`src/rtl/core/rbs_pkg.sv`:
```
package rbs_pkg;

  // configuration register indexes
  localparam logic [2:0] CFG_RASTER_WIDTH  = 3'd0;
  localparam logic [2:0] CFG_RASTER_HEIGHT = 3'd1;
  localparam logic [2:0] CFG_NODATA_VALUE  = 3'd2;
  localparam logic [2:0] CFG_ORIGIN_X      = 3'd3;
  localparam logic [2:0] CFG_ORIGIN_Y      = 3'd4;
  localparam logic [2:0] CFG_SCALE_X       = 3'd5;
  localparam logic [2:0] CFG_SCALE_Y       = 3'd6;

  // input kinds carried on tuser
  localparam logic ACT_WRITE = 1'b0;
  localparam logic ACT_QUERY = 1'b1;

  // store and serial multiplier widths fixed by the field formats
  localparam int STORE_AW  = 16;
  localparam int SAMPLE_W  = 16;
  localparam int MUL_A_W   = 33;
  localparam int MUL_B_W   = 32;
  localparam int MUL_P_W   = MUL_A_W + MUL_B_W + 1;
  localparam int MUL_CNT_W = $clog2(MUL_B_W);
  localparam int ELEV_W    = 24;

  typedef enum logic [3:0] {
    ST_IDLE,
    ST_MUL,
    ST_RANGE,
    ST_ADDR,
    ST_READ,
    ST_CHECK,
    ST_NEARW,
    ST_BLEND,
    ST_DONE
  } state_t;

  typedef struct packed {
    logic                  we;
    logic [STORE_AW-1:0]   waddr;
    logic [SAMPLE_W-1:0]   wdata;
    logic [STORE_AW-1:0]   raddr;
  } mem_req_t;

endpackage

```
`src/rtl/core/rbs_serial_mul.sv`:
```
module rbs_serial_mul (
  input  logic                                clk,
  input  logic                                rst_n,
  input  logic                                start,
  input  logic signed [rbs_pkg::MUL_A_W-1:0]  a,
  input  logic signed [rbs_pkg::MUL_B_W-1:0]  b,
  output logic                                done,
  output logic signed [rbs_pkg::MUL_P_W-1:0]  product
);

  localparam int AW = rbs_pkg::MUL_A_W;
  localparam int BW = rbs_pkg::MUL_B_W;
  localparam int PW = rbs_pkg::MUL_P_W;
  localparam int CW = rbs_pkg::MUL_CNT_W;

  logic [AW-1:0]   mcand_r;
  logic [AW:0]     hi_r;
  logic [BW-1:0]   lo_r;
  logic            neg_r;
  logic [CW-1:0]   cnt_r;
  logic            busy_r;
  logic            done_r;
  logic [AW-1:0]   abs_a;
  logic [BW-1:0]   abs_b;
  logic [AW+1:0]   sum;
  logic [PW-1:0]   mag;

  always_comb begin
    abs_a = a[AW-1] ? AW'(-a) : AW'(a);
    abs_b = b[BW-1] ? BW'(-b) : BW'(b);
    sum   = {1'b0, hi_r} + (lo_r[0] ? {2'b00, mcand_r} : '0);
    mag   = {hi_r, lo_r};
    product = neg_r ? $signed(-mag) : $signed(mag);
  end

  // one multiplier bit per cycle, right-shifting accumulator
  always_ff @(posedge clk) begin
    if (!rst_n) begin
      busy_r <= 1'b0;
      done_r <= 1'b0;
      cnt_r  <= '0;
    end else begin
      done_r <= 1'b0;
      if (start) begin
        busy_r <= 1'b1;
        cnt_r  <= '0;
      end else if (busy_r) begin
        cnt_r <= cnt_r + 1'b1;
        if (cnt_r == CW'(BW - 1)) begin
          busy_r <= 1'b0;
          done_r <= 1'b1;
        end
      end
    end
  end

  always_ff @(posedge clk) begin
    if (start) begin
      mcand_r <= abs_a;
      hi_r    <= '0;
      lo_r    <= abs_b;
      neg_r   <= a[AW-1] ^ b[BW-1];
    end else if (busy_r) begin
      hi_r <= sum[AW+1:1];
      lo_r <= {sum[0], lo_r[BW-1:1]};
    end
  end

  assign done = done_r;

endmodule

```
`config.mk`:
```
export PLATFORM = sky130hd
export DESIGN_NAME = rbs_serial_mul
export DESIGN_NICKNAME = d
export VERILOG_FILES = /design/src/rtl/core/rbs_pkg.sv /design/src/rtl/core/rbs_serial_mul.sv
export SDC_FILE = /design/constraint.sdc
export NUM_CORES = 1
export LEC_CHECK = 0
export BUFFER_PORTS_ARGS = -buffer_cell sky130_fd_sc_hd__buf_2
export CORE_ASPECT_RATIO = 1.75
export CORE_MARGIN = 4
export CORE_UTILIZATION = 45
export CTS_CLUSTER_DIAMETER = 200
export DETAILED_ROUTE_END_ITERATION = 8
export PLACE_DENSITY_LB_ADDON = 0.2
export SETUP_SLACK_MARGIN = 0.4
export SYNTH_ARGS = -nofsm -noshare
export SYNTH_HDL_FRONTEND = slang
export SYNTH_SLANG_ARGS = --single-unit
```
`constraint.sdc`:
```
create_clock -name clk -period 6.6 [get_ports clk]
set_clock_uncertainty 0.1 [all_clocks]
set_input_delay 0.33 -clock clk [delete_from_list [all_inputs] [get_ports clk]]
set_output_delay 0.33 -clock clk [all_outputs]
set_load 0.005 [all_outputs]
```
==> run_results.csv, run 1 <==
group,metric,value,unit
outcome,status,"finished clean",
floorplan,io_pins,135,
floorplan,die_x,111.5,um
placement,dp_hpwl,19400,um
finish,fin_area,9552,um2
finish,area_growth,13.21,%
finish,num_antenna_cells,0,
worst_setup_path,endpoint_kind,"output pin",
placement,dp_cells,1297,
logic_synthesis,synth_nets,1073,
finish,drive_above_1_share,16.09,%
clocking,clk_pin_slew,0.08,ns
logic_synthesis,ys_seq_area_share,33.22,%
clocking,clk_path_buf_depth,2,
logic_synthesis,yosysMostFrequentCell,"xnor2_1",
detailed_routing,first_iter_violations,365,
grt,grt_pass1_wl,38410,um
logic_synthesis,synth_common_cells,"xnor2_1 (114), nor2_1 (85), nand2_1 (73)",
floorplan,die_y,189.1,um
worst_setup_path,max_stage_delay,0.75,ns
sta,clock.fmax,237.1,MHz
detailed_routing,wl_met3,791,um
detailed_routing,wl_met2,13860,um
power,internal_power,1330,uW
detailed_routing,drt_wl_total,24520,um
logic_synthesis,synthCells,966,
clocking,cts_root_buf,"clkbuf_16",
power,p_leak,0.003724,uW
detailed_routing,vias,7582,
clocking,cts.repair.resized,0,
logic_synthesis,synth-seq-cells,107,
worst_setup_path,cp_data_arrival_time,3.79,ns
detailed_routing,post_drt_wl_per_cell,18.67,um
grt,grt.overflow.total,0,
worst_setup_path,critPathKind,"reg -> out",
worst_setup_path,crit_buf_inv,2,
grt,grt_pass1_vias,7614,
power,ir_drop,0.0001367,V
finish,final_cells,1313,
floorplan,dieArea,21090,um2
power,seqPwrFrac,42.4,%
clocking,cts_made_buffers,9,
grt,antenna_found_initial,0,
power,p_total,2039,uW
detailed_routing,drc,0,
worst_setup_path,path_depth,11,
sta,hold_ws,0.1055,ns
worst_setup_path,cp_max_fo,36,
worst_setup_path,worst_r2r_path_depth,11,
worst_setup_path,slowest_stage,"edfxtp_1",
power,switching_share,34.76,%
sta,rsz0062_at_grt,"false",
detailed_routing,ant_nets,0,
power,p_comb_share,31.1,%
worst_setup_path,worst_ep_required_time,6.17,ns
clocking,cts.hold.buffers_added,0,
finish,nNetsFinal,1177,
worst_setup_path,critPathTopFamily,"simple AND/OR/NAND/NOR gates",
sta,setup_viol,0,
worst_setup_path,start_kind,"flip-flop",
logic_synthesis,yosysWarnings,0,
logic_synthesis,yosys.cell_types.count,68,
logic_synthesis,synthTopCellsByArea,"edfxtp_1 (23%), xnor2_1 (12%), dfxtp_1 (9.7%), ha_1 (5.6%), xor2_1 (4.2%)",
power,power_frac_clock,26.6,%
logic_synthesis,synth-edff-count,66,
sta,hold_violations,0,
sta,relSlewSlack,19.32,%
clocking,htreeDepth,3,
detailed_routing,via_per_inst,5.775,
floorplan,row_count,66,
logic_synthesis,synth-main-ff-cell,"edfxtp_1",
power,p_sw,709.0,uW
power,powerDensity,213.5,nW/um2
finish,fill_cells,1823,
logic_synthesis,async_flop_share,0,%
clocking,cts_tree,"built",
sta,setup_tns,0,ns
sta,tightest_slew,1.206,ns
sta,finalCritPeriodShare,63.91,%
logic_synthesis,synth.avg_cell_area,8.734,um2
grt,grt_max_degree,67,
detailed_routing,dr.pass1.iters,5,
detailed_routing,highest_layer,"met4",
worst_setup_path,worstPathCellList,"inv_1 -> ha_1 -> nand2b_1 -> or4_4 -> or4b_4 -> or2_1 -> nor2_4 -> nand3_2 -> o41ai_2 -> xnor2_1 -> buf_2",
sta,drv_slew,0,
placement,placed_area,9261,um2
clocking,post_cts_buffers,0,
grt,track_usage,22.87,%
logic_synthesis,synth_top_area_share,23.49,%
detailed_routing,wl_met1,8108,um
min_path,hold_path.class,"in -> reg",
placement,port_buffers,134,
floorplan,start_util,45.61,%
sta,min_period,4.218,ns
logic_synthesis,yosysTopAreaCell,"edfxtp_1",
logic_synthesis,syn-cell-area,8437,um2
floorplan,fp.coreArea,18500,um2
clocking,clkSinkCount,107,
run,drv_cap,0,
placement,gp_congestion,0.9680,
min_path,whs_path_depth,2,
clocking,clk_latency,0.35,ns
metal layers:
metal  vias up  GRT usage (%)
li1       3756              -
met1      3550          21.05
met2       191          45.51
met3        85          2.782
met4         0          15.36
met5         -              0
registers in the layout, indices dropped and copies added (netlist names):
| register | cells |
|---|---|
| mcand_r | 33 |
| busy_r | 1 |
| neg_r | 1 |
| done | 1 |
| cnt_r | 5 |
| lo_r | 32 |
| hi_r | 34 |
cells in the final DEF, fill, tap and decap left out, types with 3 or more instances in the layout:
cell type | netlist | routed
buf_2 | 0 | 133
xnor2_1 | 114 | 114
nor2_1 | 85 | 85
nand2_1 | 73 | 73
a21oi_1 | 68 | 68
edfxtp_1 | 66 | 66
o21ai_0 | 65 | 65
dfxtp_1 | 41 | 41
xor2_1 | 40 | 40
ha_1 | 38 | 38
o31ai_1 | 36 | 36
and2_1 | 34 | 34
inv_1 | 23 | 23
nand3_1 | 18 | 18
nor3_1 | 17 | 17
or4_1 | 17 | 17
o41ai_1 | 17 | 17
mux2i_1 | 16 | 16
nand4_1 | 15 | 15
a22o_1 | 14 | 14
or3_1 | 11 | 11
nand2b_1 | 10 | 10
a21o_1 | 10 | 10
nor4_1 | 9 | 9
clkbuf_16 | 0 | 9
and3_1 | 6 | 6
nor2b_1 | 6 | 6
a211oi_1 | 6 | 6
o21bai_1 | 6 | 6
buf_4 | 1 | 6
o21a_1 | 5 | 5
or2_1 | 3 | 3
or2_2 | 3 | 3
o21ai_1 | 3 | 3
a31o_2 | 3 | 3
o221ai_1 | 3 | 3
power by group through the flow:
stage	registers, uW	logic, uW	clock network (uW)
4_1_cts	864	637	551
5_1_grt	874	703	576
2_1_floorplan	844	422	0
6_report	864	633	542
3_3_place_gp	879	631	0
3_5_place_dp	880	632	0
logic make-up (layout without fill, tap and decap cells):
logic type / after synthesis / count (layout) / share of synthesized area (%)
adders and majority gates: 39 / 39 / 5.873
buffers and inverters: 69 / 178 / 3.203
AOI/OAI and AO/OA: 260 / 260 / 20.38
muxes: 16 / 16 / 1.898
and+or+nand+nor: 321 / 321 / 19.44
xor gates and xnor gates: 154 / 154 / 15.99
DFF: 107 / 107 / 33.22
worst paths after layout:
path              slack, ns          end      from
setup reg to reg       2.82     hi_r[22]   lo_r[0]
hold / removal         0.11       busy_r     rst_n
hold reg to reg        0.41     cnt_r[4]  cnt_r[4]
setup / recovery       2.38  product[64]   lo_r[0]
through the flow:
stage / util, % / setup slack, ns
floorplan: - / 3.325
global placement: 50.07 / 2.805
detailed placement: 50.07 / 2.730
CTS: 51.64 / 2.330
global route: 51.64 / 2.151
finish: 51.64 / 2.382
layout make-up:
| cell class | instances | area, um2 | share of cell area (%) |
|---|---|---|---|
| sequential | 107 | 2803 | 29.34 |
| timing repair buffer | 139 | 710.7 | 7.440 |
| multi-input combinational | 790 | 5364 | 56.16 |
| inverter | 23 | 86.33 | 0.9039 |
| clock inverter | 7 | 65.06 | 0.6812 |
| clock buffer | 9 | 225.2 | 2.358 |
| tap | 238 | 297.8 | 3.118 |
(Power assumes the default switching activity.)
==> run 2, diff against run 1 <==
clock period = 4.25 ns   (was 6.6 ns; I/O delays follow)
==> run 2 against run 1 <==
Hold slack worse by 0.047 ns. Die area unchanged. Flip-flop and latch count stayed put. Largest power group unchanged. Final cell count rose by 0.61%. Non-clock buffer count up 8. Sequential power grew 56%. Sequential share of layout area shrank 0.22 points. Worst setup slack lost 1.8 ns. Cell area increased by 0.75%. First-iteration DRC count down 15%. Critical endpoint is now product[63]. Wire length shrank 1.7%. Critical path depth down 3.
==> run_results.csv, run 2 (synthesis gave the netlist of run 1 again) <==
group,metric,value,unit
outcome,status,"finished clean",
worst_setup_path,cp_data_arrival_time,3.36,ns
detailed_routing,drc,0,
detailed_routing,dr.pass1.iters,5,
worst_setup_path,worstPathCellList,"or4_1 -> or3_1 -> or3_1 -> or2b_4 -> or2_1 -> o41ai_1 -> xnor2_1 -> buf_2",
worst_setup_path,start_kind,"flip-flop",
finish,reg_top3,"hi_r: 34 flops, mcand_r: 33 flops, lo_r: 32 flops",
sta,timing.final.ws_setup,0.5772,ns
grt,grt.overflow.total,0,
worst_setup_path,slowest_stage,"or4_1",
detailed_routing,first_iter_violations,311,
sta,setup_viol,0,
worst_setup_path,critPathKind,"reg -> out",
worst_setup_path,max_stage_delay,0.59,ns
power,p_leak,0.003755,uW
finish,area_growth,14.06,%
sta,hold_violations,0,
power,powerDensity,327.5,nW/um2
run,drv_cap,0,
sta,min_period,3.673,ns
finish,final_cell_mix,"buf_2 (133), xnor2_1 (114), nor2_1 (85)",
sta,relSlewSlack,23.46,%
grt,antenna_found_initial,0,
sta,clock.fmax,272.3,MHz
finish,final_common_cell,"buf_2",
worst_setup_path,reg2reg_setup_slack,0.68,ns
finish,largest_reg_flops,34,
sta,rsz0062_at_grt,"false",
placement,gp_congestion,0.9887,
worst_setup_path,worst_ep_required_time,3.94,ns
detailed_routing,ant_nets,0,
floorplan,die_y,189.1,um
floorplan,dieArea,21090,um2
sta,tightest_slew,1.148,ns
sta,setup_tns,0,ns
clocking,clk_latency,0.35,ns
clocking,htreeDepth,3,
detailed_routing,post_drt_wl_per_cell,18.25,um
detailed_routing,drt_wl_total,24110,um
floorplan,io_pins,135,
sta,hold_ws,0.05861,ns
clocking,clkSinkCount,107,
sta,drv_slew,0,
clocking,cts_tree,"built",
clocking,cts_root_buf,"clkbuf_16",
finish,fin_util,52.02,%
floorplan,start_util,45.61,%
grt,grt_max_degree,71,
floorplan,fp.coreArea,18500,um2
finish,fill_cells,1826,
finish,nNetsFinal,1185,
sta,finalCritPeriodShare,86.42,%
worst_setup_path,endpoint_kind,"output pin",
finish,drive_above_1_share,16.71,%
placement,dp_hpwl,19300,um
placement,port_buffers,134,
grt,grt_pass1_vias,7491,
clocking,clk_path_buf_depth,2,
detailed_routing,vias,7576,
worst_setup_path,critPathTopFamily,"simple AND/OR/NAND/NOR gates",
finish,num_antenna_cells,0,
worst_setup_path,critical-path-top-cell-by-count,"or3_1",
finish,top_register,"hi_r",
floorplan,die_x,111.5,um
grt,grt_pass1_wl,37630,um
clocking,clk_pin_slew,0.07,ns
detailed_routing,via_per_inst,5.735,
min_path,hold_path.class,"in -> reg",
worst_setup_path,cp_max_fo,7,
worst_setup_path,crit_buf_inv,1,
power,ir_drop,0.0002586,V
placement,place_ws,0.7521,ns
grt,track_usage,22.30,%
clocking,cts_made_buffers,9,
floorplan,row_count,66,
==> run 2: changes by cell type in the layout (fill, tap and decap cells not counted) <==
cell	change
buf_4	+7
or2_4	+1
o41ai_2	-1
o41ai_4	+1
clkinvlp_2	+1
dlygate4sd3_1	+1
clkinv_4	-1
clkinvlp_4	+1
or2_1	-1
inv_6	-1
==> run 2: report_power, final <==
part / switching [uW] / leakage, uW / internal [uW]
logic: 538 / 0.00264 / 442
registers: 131 / 0.000981 / 1220
clock network: 414 / 0.000132 / 408
total: 1080 / 0.00376 / 2070
==> run 2: final cells by class <==
type	count	area [um2]	area share, %
tap	238	297.8	3.095
clock inverter	7	60.06	0.6241
inverter	23	86.33	0.8972
multi-input combinational	790	5378	55.88
timing repair buffer	147	773.2	8.035
sequential	107	2803	29.12
clock buffer	9	225.2	2.340
==> run 2: path summary, 6_finish.rpt <==
check | start | end | cells after the start
worst min register to register | cnt_r[4] | cnt_r[4] | 2
worst min-delay path | a[0] | mcand_r[0] | 1
worst max register to register | lo_r[0] | hi_r[22] | 12
worst max-delay path | hi_r[4] | product[63] | 8
==> run 2: through the flow <==
step	cells	total power [uW]	area, um2
final	1321	3152	9623
after global routing	1321	3331	9623
after CTS	1317	3162	9582
after detailed placement	1299	2344	9276
after global placement	1299	2345	9276
after floorplan	966	1965	8437
==> run 2: what timing repair did <==
item / CTS / global route
setup endpoints to repair: 3 / 10
pin swaps: 0 / 1
gates resized for setup: 1 / 1
setup buffers: 1 / 4
hold buffers: 1 / 0
endpoints found under the hold margin: 1 / 0
==> run 2: routing by layer <==
layer	routed length [um]	part of all wire (%)	GRT usage, %
met1	8007	33	20.48
met2	13580	56	44.49
met3	700	2.9	2.718
met4	1830	7.6	14.89
met5	0	0	0
==> run 3, diff against run 2 <==
==> constraint.sdc (replaced) <==
create_clock -name clk -period 4.25 [get_ports clk]
set_clock_uncertainty 0.1 [all_clocks]
set_input_delay 0.2125 -clock clk [delete_from_list [all_inputs] [get_ports clk]]
set_output_delay 0.2125 -clock clk [all_outputs]
set_load 0.02 [all_outputs]
==> run 3 against run 2 <==
Cell area up 1.3%. Final cell count up 0.38%. Flip-flop and latch count unchanged. Non-clock buffer count up 5. Hold slack worse by 0.011 ns. Utilization up 0.67 points. Die area unchanged. Sequential share of layout area down 0.37 points. Critical path depth up 4. Sequential power about the same. Fmax down 2.3%. Wire length up 0.58%. Largest power group unchanged.
==> run_results.csv, run 3 (synthesis gave the netlist of run 1 again) <==
group,metric,value,unit
worst_setup_path,cp_data_arrival_time,3.45,ns
detailed_routing,vias,7614,
floorplan,row_count,66,
power,power_frac_clock,24.9,%
placement,gp_congestion,1.013,
grt,grt_pass1_wl,37420,um
floorplan,dieArea,21090,um2
min_path,hold_path.class,"in -> reg",
placement,port_buffers,134,
power,ir_drop,0.0001856,V
sta,min_period,3.761,ns
finish,num_antenna_cells,0,
power,p_leak,0.003807,uW
detailed_routing,drt_wl_total,24250,um
worst_setup_path,r2r-end,"hi_r[28]",
placement,dp_cells,1300,
power,seqPwrFrac,40.4,%
detailed_routing,first_iter_violations,281,
grt,antenna_found_initial,0,
finish,final_cells,1326,
worst_setup_path,cp_max_fo,7,
power,p_comb_share,34.8,%
clocking,clkSinkCount,107,
floorplan,die_x,111.5,um
finish,reg_top3,"hi_r: 34 flops, mcand_r: 33 flops, lo_r: 32 flops",
finish,multi_input_area,5411,um2
finish,final_cell_mix,"buf_2 (132), xnor2_1 (114), nor2_1 (85)",
run,drv_cap,0,
grt,grt_max_degree,90,
sta,rsz0062_at_grt,"true",
sta,drv_slew,0,
worst_setup_path,worstReg2RegStart,"lo_r[0]",
worst_setup_path,endpoint_kind,"output pin",
sta,setup_viol,0,
finish,area_growth,15.53,%
finish,drive_above_1_share,17.37,%
detailed_routing,drc,0,
finish,seq_area,2803,um2
grt,grt_pass1_vias,7494,
outcome,status,"finished clean",
placement,dp_hpwl,19430,um
worst_setup_path,path_depth,12,
detailed_routing,post_drt_wl_per_cell,18.29,um
worst_setup_path,crit_buf_inv,3,
sta,tightest_slew,0.8383,ns
floorplan,start_util,45.61,%
min_path,hp-start,"a[0]",
sta,finalCritPeriodShare,88.49,%
worst_setup_path,reg2reg_setup_slack,0.74,ns
worst_setup_path,critPathTopFamily,"simple AND/OR/NAND/NOR gates",
clocking,clk_path_buf_depth,2,
floorplan,io_pins,135,
clocking,cts_tree,"built",
worst_setup_path,start_kind,"flip-flop",
finish,nNetsFinal,1190,
finish,final_common_cell,"buf_2",
grt,grt.overflow.total,0,
min_path,hold_end,"mcand_r[0]",
sta,timing.final.ws_setup,0.4893,ns
detailed_routing,ant_nets,0,
power,internal_power,2100,uW
finish,top_register,"hi_r",
clocking,htreeDepth,3,
clocking,clk_pin_slew,0.08,ns
clocking,cts_made_buffers,9,
worst_setup_path,max_stage_delay,0.54,ns
power,powerDensity,341.0,nW/um2
detailed_routing,dr.pass1.iters,5,
worst_setup_path,slowest_stage,"or4b_4",
min_path,whs_path_depth,1,
clocking,cts_root_buf,"clkbuf_16",
finish,fill_cells,1872,
sta,setup_tns,0,ns
sta,clock.fmax,265.9,MHz
grt,track_usage,22.34,%
finish,largest_reg_flops,34,
power,p_sw,1224,uW
floorplan,fp.coreArea,18500,um2
worst_setup_path,critPathKind,"reg -> out",
worst_setup_path,worstPathCellList,"buf_12 -> clkinv_4 -> ha_4 -> nand2b_4 -> or4_4 -> or4b_4 -> or2_4 -> nor2_4 -> nand3_4 -> o41ai_4 -> xnor2_1 -> buf_4",
placement,place_ws,0.7225,ns
sta,relSlewSlack,43.60,%
clocking,clk_latency,0.36,ns
detailed_routing,via_per_inst,5.742,
floorplan,die_y,189.1,um
worst_setup_path,worst_r2r_path_depth,13,
sta,hold_violations,0,
power,switching_share,36.82,%
worst_setup_path,worst_ep_required_time,3.94,ns
[run 3: how the worst max path moves through the flow]
stage | to | from | slack, ns
after CTS | product[63] | lo_r[28] | 0.40
after global placement | product[64] | lo_r[0] | 0.76
after floorplan | product[52] | lo_r[0] | 0.98
final | product[64] | lo_r[0] | 0.49
after global routing | product[64] | lo_r[0] | 0.38
after detailed placement | product[64] | lo_r[5] | 0.72
[run 3: metrics by stage]
stage	cell area [um2]	total power, uW	util (%)	hold slack (ns)
2_1_floorplan	8437	2109	-	0.2114
3_3_place_gp	9296	2491	50.26	0.3517
3_5_place_dp	9296	2493	50.26	0.3603
4_1_cts	9597	3319	51.88	0.04097
5_1_grt	9747	3502	52.69	0.03953
6_report	9747	3324	52.69	0.04789
[run 3: cell type report]
class / count / share of cell area (%)
tap: 238 / 3.055
clock inverter: 5 / 0.4621
sequential: 107 / 28.75
inverter: 23 / 0.9371
clock buffer: 11 / 2.490
timing repair buffer: 152 / 8.780
multi-input combinational: 790 / 55.52
[run 3: power by group through the flow]
stage / registers [uW] / clock network, uW / logic [uW]
after floorplan: 1310 / 0 / 799
after global placement: 1360 / 0 / 1130
after detailed placement: 1360 / 0 / 1130
after CTS: 1340 / 840 / 1140
after global routing: 1350 / 884 / 1260
final: 1340 / 826 / 1160
[run 3: repair_timing]
action                     4_1_cts  5_1_grt
gates resized for setup          1       15
hold endpoints to repair         1        0
cloned                           0        1
pin swaps                        0        7
setup endpoints to repair        6       16
setup buffers                    0        8
hold buffers                     1        0
[run 3: per-layer routing]
| layer | track usage, % | part of all wire, % | vias up |
|---|---|---|---|
| met5 | 0 | 0 | - |
| met4 | 17.56 | 8.8 | 0 |
| met3 | 3.614 | 3.5 | 94 |
| met2 | 43.44 | 56 | 188 |
| met1 | 19.80 | 32 | 3569 |
| li1 | - | - | 3763 |
